**src/sv/bbc_pkg.sv**
```systemverilog
// Shared types, codes and lookup functions for the bracket balance checker.
// No dependencies; bbc_front, bbc_back and the top level import this package.
package bbc_pkg;

   localparam int BBC_STACK_DEPTH = 32;
   localparam int BBC_LINE_BITS   = 16;
   localparam int BBC_QUEUE_DEPTH = 4;

   localparam logic [7:0] CHAR_NEWLINE = 8'h0A;
   localparam logic [7:0] CHAR_LPAREN  = 8'h28;
   localparam logic [7:0] CHAR_RPAREN  = 8'h29;
   localparam logic [7:0] CHAR_LBRACE  = 8'h7B;
   localparam logic [7:0] CHAR_RBRACE  = 8'h7D;
   localparam logic [7:0] CHAR_LSQUARE = 8'h5B;
   localparam logic [7:0] CHAR_RSQUARE = 8'h5D;

   typedef enum logic [1:0] {
      KIND_PAREN  = 2'd0,
      KIND_BRACE  = 2'd1,
      KIND_SQUARE = 2'd2,
      KIND_NONE   = 2'd3
   } kind_type;

   typedef enum logic [2:0] {
      EV_OPEN     = 3'd0,
      EV_MATCH    = 3'd1,
      EV_NO_OPEN  = 3'd2,
      EV_MISMATCH = 3'd3,
      EV_SUCCESS  = 3'd4,
      EV_UNCLOSED = 3'd5,
      EV_OVERFLOW = 3'd6
   } event_type;

   typedef enum logic [1:0] {
      CLS_NEWLINE = 2'd0,
      CLS_OPEN    = 2'd1,
      CLS_CLOSE   = 2'd2,
      CLS_END     = 2'd3
   } class_type;

   typedef enum logic {
      BE_RUN   = 1'b0,
      BE_DRAIN = 1'b1
   } back_state_type;

   // One classified item between front and back
   typedef struct packed {
      class_type  cls;
      kind_type   kind;
      logic [7:0] sym;
   } entry_type;

   typedef struct packed {
      logic draining;
      logic halted;
      logic empty;
   } status_type;

   function automatic kind_type open_kind(input logic [7:0] c);
      kind_type k;
      unique case (c)
         CHAR_LPAREN:  k = KIND_PAREN;
         CHAR_LBRACE:  k = KIND_BRACE;
         CHAR_LSQUARE: k = KIND_SQUARE;
         default:      k = KIND_NONE;
      endcase
      return k;
   endfunction

   function automatic kind_type close_kind(input logic [7:0] c);
      kind_type k;
      unique case (c)
         CHAR_RPAREN:  k = KIND_PAREN;
         CHAR_RBRACE:  k = KIND_BRACE;
         CHAR_RSQUARE: k = KIND_SQUARE;
         default:      k = KIND_NONE;
      endcase
      return k;
   endfunction

   function automatic logic [7:0] open_symbol(input kind_type k);
      logic [7:0] s;
      unique case (k)
         KIND_BRACE:  s = CHAR_LBRACE;
         KIND_SQUARE: s = CHAR_LSQUARE;
         default:     s = CHAR_LPAREN;
      endcase
      return s;
   endfunction

endpackage

```
**src/sv/bbc_ram.sv**
```systemverilog
// Generic single-port-write, single-port-read RAM with registered read data.
// No dependencies.
module bbc_ram #(
   parameter int WIDTH = 8,
   parameter int DEPTH = 32
) (
   input  logic                     clock,
   input  logic                     wr_en,
   input  logic [$clog2(DEPTH)-1:0] wr_addr,
   input  logic [WIDTH-1:0]         wr_data,
   input  logic [$clog2(DEPTH)-1:0] rd_addr,
   output logic [WIDTH-1:0]         rd_data
);

   logic [WIDTH-1:0] mem_ff [DEPTH];
   logic [WIDTH-1:0] rd_data_ff;

   always_ff @(posedge clock) begin
      if (wr_en) begin
         mem_ff[wr_addr] <= wr_data;
      end
      rd_data_ff <= mem_ff[rd_addr];
   end

   assign rd_data = rd_data_ff;

endmodule

```
**src/sv/bbc_back.sv**
```systemverilog
// Back end: line counter, bracket stack, halt flag, end-of-text drain, result register.
// Depends on bbc_pkg and bbc_ram.
module bbc_back
   import bbc_pkg::*;
#(
   parameter int STACK_DEPTH = BBC_STACK_DEPTH,
   parameter int LINE_BITS   = BBC_LINE_BITS
) (
   input  logic        clock,
   input  logic        reset,
   input  logic        q_valid,
   output logic        q_pop,
   input  entry_type   q_head,
   output logic        rsp_tvalid,
   input  logic        rsp_tready,
   output logic [47:0] rsp_tdata,
   output logic [2:0]  rsp_tuser,
   output logic        rsp_tlast,
   output status_type  status
);

   localparam int IDX_W = $clog2(STACK_DEPTH);
   localparam int CNT_W = $clog2(STACK_DEPTH + 1);
   localparam int RAM_W = LINE_BITS + 2;

   back_state_type state_ff, state_in;
   logic [CNT_W-1:0]     count_ff, count_in;
   logic [LINE_BITS-1:0] line_ff, line_in;
   logic                 halted_ff, halted_in;
   logic                 push_last_ff, push_last_in;
   logic [RAM_W-1:0]     push_data_ff;

   logic                 out_valid_ff, out_valid_in;
   event_type            ev_ff, ev_in;
   logic [7:0]           sym_ff, sym_in;
   logic [15:0]          sline_ff, sline_in;
   logic [7:0]           psym_ff, psym_in;
   logic [15:0]          pline_ff, pline_in;
   logic                 last_ff, last_in;

   logic                 out_free;
   logic                 emit;
   logic                 go;
   logic                 wr_en;
   logic [RAM_W-1:0]     wr_data;
   logic [IDX_W-1:0]     rd_addr;
   logic [RAM_W-1:0]     rd_data;
   logic [RAM_W-1:0]     top;
   kind_type             top_kind;
   logic [LINE_BITS-1:0] top_line;
   logic                 is_end;

   bbc_ram #(
      .WIDTH(RAM_W),
      .DEPTH(STACK_DEPTH)
   ) u_stack (
      .clock  (clock),
      .wr_en  (wr_en),
      .wr_addr(count_ff[IDX_W-1:0]),
      .wr_data(wr_data),
      .rd_addr(rd_addr),
      .rd_data(rd_data)
   );

   // RAM read is read-first; the entry pushed last cycle is served from a bypass
   assign top      = push_last_ff ? push_data_ff : rd_data;
   assign top_kind = kind_type'(top[RAM_W-1 -: 2]);
   assign top_line = top[LINE_BITS-1:0];
   assign wr_data  = {q_head.kind, line_ff};
   assign out_free = !out_valid_ff || rsp_tready;
   assign is_end   = (q_head.cls == CLS_END);
   assign go       = q_valid && (out_free || halted_ff || q_head.cls == CLS_NEWLINE);
   assign rd_addr  = (count_in == '0) ? '0 : IDX_W'(count_in - 1'b1);

   // next state
   always_comb begin
      state_in = state_ff;
      unique case (state_ff)
         BE_RUN: begin
            if (go && is_end && !halted_ff && count_ff != '0) begin
               state_in = BE_DRAIN;
            end
         end
         BE_DRAIN: begin
            if (out_free && count_ff == CNT_W'(1)) begin
               state_in = BE_RUN;
            end
         end
         default: state_in = BE_RUN;
      endcase
   end

   // datapath and results
   always_comb begin
      q_pop        = 1'b0;
      emit         = 1'b0;
      wr_en        = 1'b0;
      push_last_in = 1'b0;
      count_in     = count_ff;
      line_in      = line_ff;
      halted_in    = halted_ff;
      ev_in        = EV_OPEN;
      sym_in       = q_head.sym;
      sline_in     = 16'(line_ff);
      psym_in      = '0;
      pline_in     = '0;
      last_in      = 1'b1;
      unique case (state_ff)
         BE_RUN: begin
            if (go) begin
               q_pop = 1'b1;
               if (halted_ff) begin
                  if (is_end) begin
                     count_in  = '0;
                     line_in   = LINE_BITS'(1);
                     halted_in = 1'b0;
                  end
               end else begin
                  unique case (q_head.cls)
                     CLS_NEWLINE: begin
                        if (line_ff != '1) begin
                           line_in = LINE_BITS'(line_ff + 1'b1);
                        end
                     end
                     CLS_OPEN: begin
                        emit = 1'b1;
                        if (count_ff == CNT_W'(STACK_DEPTH)) begin
                           ev_in     = EV_OVERFLOW;
                           halted_in = 1'b1;
                        end else begin
                           ev_in        = EV_OPEN;
                           wr_en        = 1'b1;
                           push_last_in = 1'b1;
                           count_in     = CNT_W'(count_ff + 1'b1);
                        end
                     end
                     CLS_CLOSE: begin
                        emit = 1'b1;
                        if (count_ff == '0) begin
                           ev_in     = EV_NO_OPEN;
                           sline_in  = '0;
                           halted_in = 1'b1;
                        end else begin
                           count_in = CNT_W'(count_ff - 1'b1);
                           psym_in  = open_symbol(top_kind);
                           pline_in = 16'(top_line);
                           if (top_kind == q_head.kind) begin
                              ev_in = EV_MATCH;
                           end else begin
                              ev_in     = EV_MISMATCH;
                              halted_in = 1'b1;
                           end
                        end
                     end
                     CLS_END: begin
                        line_in = LINE_BITS'(1);
                        if (count_ff == '0) begin
                           emit     = 1'b1;
                           ev_in    = EV_SUCCESS;
                           sym_in   = '0;
                           sline_in = '0;
                        end
                     end
                     default: ;
                  endcase
               end
            end
         end
         BE_DRAIN: begin
            if (out_free) begin
               emit     = 1'b1;
               ev_in    = EV_UNCLOSED;
               sym_in   = open_symbol(top_kind);
               sline_in = 16'(top_line);
               last_in  = (count_ff == CNT_W'(1));
               count_in = CNT_W'(count_ff - 1'b1);
            end
         end
         default: ;
      endcase
      out_valid_in = emit || (out_valid_ff && !rsp_tready);
   end

   always_ff @(posedge clock) begin
      if (reset) begin
         state_ff     <= BE_RUN;
         count_ff     <= '0;
         line_ff      <= LINE_BITS'(1);
         halted_ff    <= 1'b0;
         push_last_ff <= 1'b0;
         out_valid_ff <= 1'b0;
      end else begin
         state_ff     <= state_in;
         count_ff     <= count_in;
         line_ff      <= line_in;
         halted_ff    <= halted_in;
         push_last_ff <= push_last_in;
         out_valid_ff <= out_valid_in;
      end
   end

   always_ff @(posedge clock) begin
      if (push_last_in) begin
         push_data_ff <= wr_data;
      end
      if (emit) begin
         ev_ff    <= ev_in;
         sym_ff   <= sym_in;
         sline_ff <= sline_in;
         psym_ff  <= psym_in;
         pline_ff <= pline_in;
         last_ff  <= last_in;
      end
   end

   assign rsp_tvalid = out_valid_ff;
   assign rsp_tdata  = {pline_ff, psym_ff, sline_ff, sym_ff};
   assign rsp_tuser  = ev_ff;
   assign rsp_tlast  = last_ff;

   assign status.draining = (state_ff == BE_DRAIN);
   assign status.halted   = halted_ff;
   assign status.empty    = (count_ff == '0);

endmodule

```
**config.mk**
```make
export PLATFORM = sky130hd
export DESIGN_NAME = bbc_back
export DESIGN_NICKNAME = d
export VERILOG_FILES = /design/src/sv/bbc_pkg.sv /design/src/sv/bbc_ram.sv /design/src/sv/bbc_back.sv
export SDC_FILE = /design/constraint.sdc
export NUM_CORES = 1
export LEC_CHECK = 0
export BUFFER_PORTS_ARGS = -buffer_cell sky130_fd_sc_hd__buf_4
export CAP_MARGIN = 25
export CORE_ASPECT_RATIO = 0.9
export CORE_MARGIN = 1.5
export CORE_UTILIZATION = 40
export CTS_BUF_LIST = sky130_fd_sc_hd__clkbuf_16
export DETAILED_ROUTE_END_ITERATION = 10
export PLACE_DENSITY = 0.52
export SETUP_SLACK_MARGIN = 0.15
export SLEW_MARGIN = 20
export SYNTH_ARGS = -nofsm -noshare
export SYNTH_HDL_FRONTEND = slang
export SYNTH_HIERARCHICAL = 1
export SYNTH_SLANG_ARGS = --single-unit
```
**constraint.sdc**
```tcl
create_clock -name clock -period 5.27 [get_ports clock]
set_input_delay 0.7905 -clock clock [delete_from_list [all_inputs] [get_ports clock]]
set_output_delay 0.7905 -clock clock [all_outputs]
set_load 0.01 [all_outputs]
```
==> impl_metrics.csv, run 1 <==
group,metric,value,unit
run_status,status,"completed",
synth,netlist_instances,1717,
sta,timing.slew.headroom,33.8,%
detailed_routing,viasPerCell,5.48,
grt,grt_pass1_wl,107000,um
synth,synth_ff_type,"edfxtp_1",
synth,ys.warnings.count,6,
flow_run,maxCapViolations,0,
sta,holdWs,0.469,ns
final_layout,syn2layout_area_growth,15.8,%
sta,max_freq,209,MHz
synth,synth_top_area_share,69.6,%
setup_path,critPathLaunchType,"flop",
final_layout,drive_gt1_share,17.0,%
clocking,insertion_delay,0.62,ns
clocking,root_buffer,"clkbuf_16",
grt,busiest_layer,"met2",
grt,grt_use_total,21.0,%
power,irDropWorstVdd,0.277,mV
clocking,post_cts_buffers,0,
setup_path,crit_type,"reg -> reg",
clocking,cts_tree,"done",
grt,overflow,0,
synth,netlist_top_cells_area,"edfxtp_1 70%, mux2i_1 11%, dfxtp_1 3.2%, a22oi_1 2.0%, nor2_1 1.2%",
final_layout,fillers,5917,
clocking,clk_path_buf_depth,3,
power,p_leak,0.0102,uW
setup_path,arrival,5.26,ns
sta,final_hold_viol_count,0,
sta,tightest_slew,0.990,ns
detailed_routing,finalWirelength,74200,um
detailed_routing,drt_first_iter_violations,1406,
hold_path,hp-class,"in -> reg",
sta,final_max_slew_viol_count,0,
sta,period_share,90.8,%
sta,fin_crit,4.79,ns
grt,antenna_found_initial,4,
sta,rsz0062_at_grt,"false",
detailed_routing,drc,0,
detailed_routing,wire_per_inst,26.1,um
grt,grt_pass1_vias,15261,
floorplan,coreArea,68400,sq um
floorplan,ioPinCount,73,
synth,synth_top_area_cell,"edfxtp_1",
clocking,cts_inserted_buffers,71,
setup_path,crit_fanout,15,
synth,synth.most_common_cell,"edfxtp_1",
placed_design,port_buffers,70,
placed_design,dp_hpwl,44600,um
clocking,clkSinkCount,685,
detailed_routing,postRouteAntennaNets,0,
sta,setup_ws,0.483,ns
synth,netlist-cell-type-count,69,
floorplan,start_util,40.4,%
synth,synth-edff-count,641,
clocking,path_clk_slew,0.06,ns
grt,grt_util_met2,32.6,%
clocking,cts.repair.resized,0,
synth,netlist_area,27700,sq um
sta,finClkSkew,0.0195,ns
synth,async_reset_ff_share,0,%
final_layout,fin_util,46.8,%
grt,use_met3,3.25,%
power,p_per_area,465,nW/um^2
clocking,cts_max_level,3,
grt,global_route.usage.met1,30.6,%
detailed_routing,vias,15570,
placed_design,place_ws,0.135,ns
synth,ys_ff_latch,685,
final_layout,layout.nets,1878,
synth,synth_area_per_cell,16.1,sq um
synth,yosysSeqAreaShare,72.8,%
floorplan,fp.dieArea,70700,sq um
clocking,hold_buffers,0,
setup_path,cp.required,5.74,ns
detailed_routing,dr.pass1.iters,5,
setup_path,cp-end-kind,"flop",
floorplan,die_w,280,um
synth,synthTopCellsByCount,"641 x edfxtp_1, 307 x mux2i_1, 85 x nor2_1, 81 x nand2_1, 72 x a22oi_1",
floorplan,dieHeight,252,um
sta,setup_violations,0,
placed_design,gp_congestion,0.862,
sta,setup_tns,0,ns
power,power,14900,uW
floorplan,rows,91,
grt,grt_max_degree,65,
==> kinds of logic (layout without fill, tap and decap cells) <==
logic type	after synthesis	after routing	synth area share, %
buffers and inverters	114	307	2.64
muxes	308	308	11.2
xor gates and xnor gates	12	12	0.380
DFF	685	685	72.8
AOI/OAI and AO/OA	245	245	6.17
adders and majority gates	10	10	0.452
and+or+nand+nor	342	342	6.39
other	1	4	0.0136
==> per-layer routing <==
layer / vias to the layer above / share of wire, % / wire length [um]
met5: - / 0 / 0
met4: 0 / 2.2 / 1610
met1: 8045 / 47 / 34800
met2: 428 / 46 / 34200
met3: 105 / 4.9 / 3650
li1: 6992 / - / -
==> path summary, 6_finish.rpt <==
kind | cells past startpoint | slack [ns] | from | endpoint
setup / recovery | 15 | 0.48 | count_ff[0] | u_stack/rd_data[11]
hold / removal | 3 | 0.47 | q_head[3] | sym_ff[3]
setup reg to reg | 15 | 0.48 | count_ff[0] | u_stack/rd_data[11]
hold reg to reg | 4 | 0.60 | u_stack/mem_ff[17][13] | u_stack/rd_data[13]
==> state kept, by name, summed over array words and instances (netlist names) <==
register / flops
u_stack/mem_ff: 576
rsp_tvalid: 1
line_ff: 16
pline_ff: 16
push_last_ff: 1
sline_ff: 16
push_data_ff: 18
count_ff: 6
psym_ff: 3
sym_ff: 8
u_stack/rd_data: 18
state_ff: 1
halted_ff: 1
rsp_tuser: 3
rsp_tlast: 1
==> layout by cell type (no fill, tap or decap), drive strengths merged, types with 3 or more instances in the layout <==
cell type / n
o21ai: 31
ha: 10
bufinv: 8
o2111ai: 3
o31ai: 5
a21o: 4
a21oi: 52
nand3b: 7
and3: 9
or3: 11
and2: 3
or3b: 4
clkinv: 25
nor2b: 8
and4: 3
inv: 37
mux2i: 307
nand2b: 10
nor3b: 5
edfxtp: 641
nand2: 81
buf: 163
xor2: 8
a31oi: 24
a22oi: 72
nor3: 29
dfxtp: 44
clkbuf: 72
xnor2: 4
a22o: 36
nand4: 25
or4b: 3
nor2: 86
nand3: 49
==> power by group <==
part	leakage, uW	internal, uW	switching [uW]	total [uW]
Sequential	0.00558	6060	167	6220
Combinational	0.00343	1450	2260	3710
Clock	0.00121	2890	2070	4960
Total	0.0102	10400	4500	14900
==> critical path, cell delays in order, from the launching register on <==
cell,delay [ns]
dfxtp_1,0.46
inv_1,0.18
ha_1,0.32
or4b_1,0.59
a21o_1,0.20
a31oi_1,0.19
o211ai_2,0.18
ha_1,0.27
and3_4,0.18
a21oi_1,0.46
nor2b_4,0.69
buf_12,0.24
a22o_1,0.14
nor3_1,0.05
a31oi_1,0.36
nand3_1,0.11
==> per-stage QoR <==
step	area, sq um	cells
finish	32000	2843
global placement	29700	2708
global route	32000	2841
floorplan	27700	1718
detailed placement	29700	2709
CTS	32000	2841
==> layout make-up <==
| cell class | instances | area (sq um) | area share (%) |
|---|---|---|---|
| Antenna cell | 2 | 5.00 | 0.0156 |
| Clock buffer | 72 | 1800 | 5.62 |
| Clock inverter | 60 | 515 | 1.61 |
| Inverter | 12 | 45.0 | 0.141 |
| Multi-Input combinational cell | 919 | 6950 | 21.7 |
| Sequential cell | 685 | 20100 | 62.8 |
| Tap cell | 930 | 1160 | 3.63 |
| Timing Repair Buffer | 163 | 1420 | 4.43 |
(Power assumes the default switching activity.)
==> run 2: changes to the inputs <==
- CTS_BUF_LIST: sky130_fd_sc_hd__clkbuf_16 -> unset
==> run 2 against run 1 <==
Clock skew fell by 0.0011 ns; first-iteration DRC count fell by 3.5%; sequential cell count unchanged; setup slack better by 0.0055 ns; via count shrank 0.15%; maximum frequency increased by 0.11%; final cell count stayed put; largest power group unchanged.
==> impl_metrics.csv, run 2 (synthesis gave the netlist of run 1 again) <==
group,metric,value,unit
run_status,status,"completed",
setup_path,slowest_stage,"nor2b_4",
setup_path,critPathTopFamily,"simple AND/OR/NAND/NOR gates",
placed_design,port_buffers,70,
floorplan,die_w,280,um
placed_design,dp.cells,2709,
floorplan,ioPinCount,73,
detailed_routing,postRouteAntennaNets,0,
final_layout,multi_input_comb_area,6950,sq um
clocking,insertion_delay,0.62,ns
floorplan,fp.dieArea,70700,sq um
final_layout,layout_common_cells,"641 x edfxtp_1, 306 x mux2i_1, 148 x buf_4",
floorplan,rows,91,
setup_path,cpPeakStageDelay,0.69,ns
final_layout,fillers,5914,
clocking,cts.repair.resized,0,
setup_path,cp.required,5.74,ns
setup_path,crit_chain,"inv_1, ha_1, or4b_1, a21o_1, a31oi_1, o211ai_2, ha_1, and3_4, a21oi_1, nor2b_4, buf_12, a22o_1, nor3_1, a31oi_1, nand3_1",
clocking,hold_buffers,0,
sta,setup_violations,0,
detailed_routing,finalWirelength,74200,um
final_layout,final_common_cell,"edfxtp_1",
grt,overflow,0,
sta,tightest_slew,0.971,ns
placed_design,gp_congestion,0.862,
clocking,cts_max_level,3,
final_layout,drive_gt1_share,17.2,%
setup_path,crit_fanout,15,
setup_path,critPathLaunchType,"flop",
sta,setup_tns,0,ns
clocking,cts_inserted_buffers,71,
setup_path,crit_type,"reg -> reg",
clocking,clk_path_buf_depth,3,
sta,period_share,90.7,%
setup_path,cp_num_buf_inv,2,
final_layout,layout.nets,1878,
detailed_routing,drt_first_iter_violations,1357,
sta,final_hold_viol_count,0,
hold_path,hp-class,"in -> reg",
final_layout,largest_register_ffs,576,
grt,grt_use_total,21.0,%
clocking,root_buffer,"clkbuf_16",
detailed_routing,vias,15547,
final_layout,syn2layout_area_growth,16.0,%
sta,finClkSkew,0.0184,ns
sta,timing.slew.headroom,35.1,%
placed_design,dp_hpwl,44600,um
detailed_routing,drc,0,
floorplan,start_util,40.4,%
final_layout,fin_cells,2843,
grt,grt_pass1_wl,107000,um
grt,grt_max_degree,65,
final_layout,regMostFlops,"u_stack/mem_ff",
power,p_per_area,467,nW/um^2
detailed_routing,wire_per_inst,26.1,um
power,p_leak,0.0101,uW
final_layout,regArea,20100,sq um
sta,final_max_slew_viol_count,0,
grt,antenna_found_initial,4,
clocking,post_cts_buffers,0,
clocking,path_clk_slew,0.06,ns
detailed_routing,viasPerCell,5.47,
sta,max_freq,209,MHz
detailed_routing,dr.pass1.iters,6,
grt,grt_pass1_vias,15283,
power,irDropWorstVdd,0.278,mV
clocking,cts_tree,"done",
setup_path,arrival,5.26,ns
sta,fin_crit,4.78,ns
floorplan,dieHeight,252,um
floorplan,coreArea,68400,sq um
clocking,clkSinkCount,685,
sta,rsz0062_at_grt,"false",
setup_path,cp-end-kind,"flop",
flow_run,maxCapViolations,0,
[run 2: where the power goes]
group	total, uW	switching [uW]	internal (uW)
sequential	6230	170	6060
clock	5050	2070	2980
combinational	3700	2250	1450
[run 2: layer usage]
metal / vias up / share of wire [%] / wire length (um) / track usage, %
li1: 6993 / - / - / -
met1: 8019 / 47 / 34700 / 30.6
met2: 431 / 46 / 34100 / 32.6
met3: 104 / 5.0 / 3750 / 3.25
met4: 0 / 2.2 / 1600 / 5.87
met5: - / 0 / 0 / 0
[run 2: through the flow]
| step | hold slack (ns) | instance area [sq um] | setup slack (ns) | util (%) | total power [uW] |
|---|---|---|---|---|---|
| after floorplan | 0.530 | 27700 | 0.950 | - | 8760 |
| after global placement | 0.596 | 29700 | 0.262 | 43.4 | 10000 |
| after detailed placement | 0.589 | 29700 | 0.135 | 43.4 | 10000 |
| after CTS | 0.431 | 32100 | 0.492 | 46.8 | 15100 |
| after global routing | 0.463 | 32100 | 0.276 | 46.8 | 15500 |
| final | 0.468 | 32100 | 0.489 | 46.9 | 15000 |
[run 2: final timing paths]
| check | startpoint | end | slack [ns] | depth (start not counted) |
|---|---|---|---|---|
| max | count_ff[0] | u_stack/rd_data[11] | 0.49 | 15 |
| min | q_head[3] | sym_ff[3] | 0.47 | 3 |
| max reg2reg | count_ff[0] | u_stack/rd_data[11] | 0.49 | 15 |
| min reg2reg | u_stack/mem_ff[17][13] | u_stack/rd_data[13] | 0.60 | 4 |
[run 2: final cells by class]
type	instances	share of cell area, %
Multi-Input combinational cell	919	21.7
Clock inverter	35	1.32
Clock buffer	97	6.01
Antenna cell	2	0.0156
Sequential cell	685	62.8
Tap cell	930	3.63
Inverter	12	0.140
Timing Repair Buffer	163	4.43
[run 2: tightest hold or removal path, cell delays in order]
cell and delay, ns:
buf_4 0.08, nor2_1 0.03, nor2_1 0.07
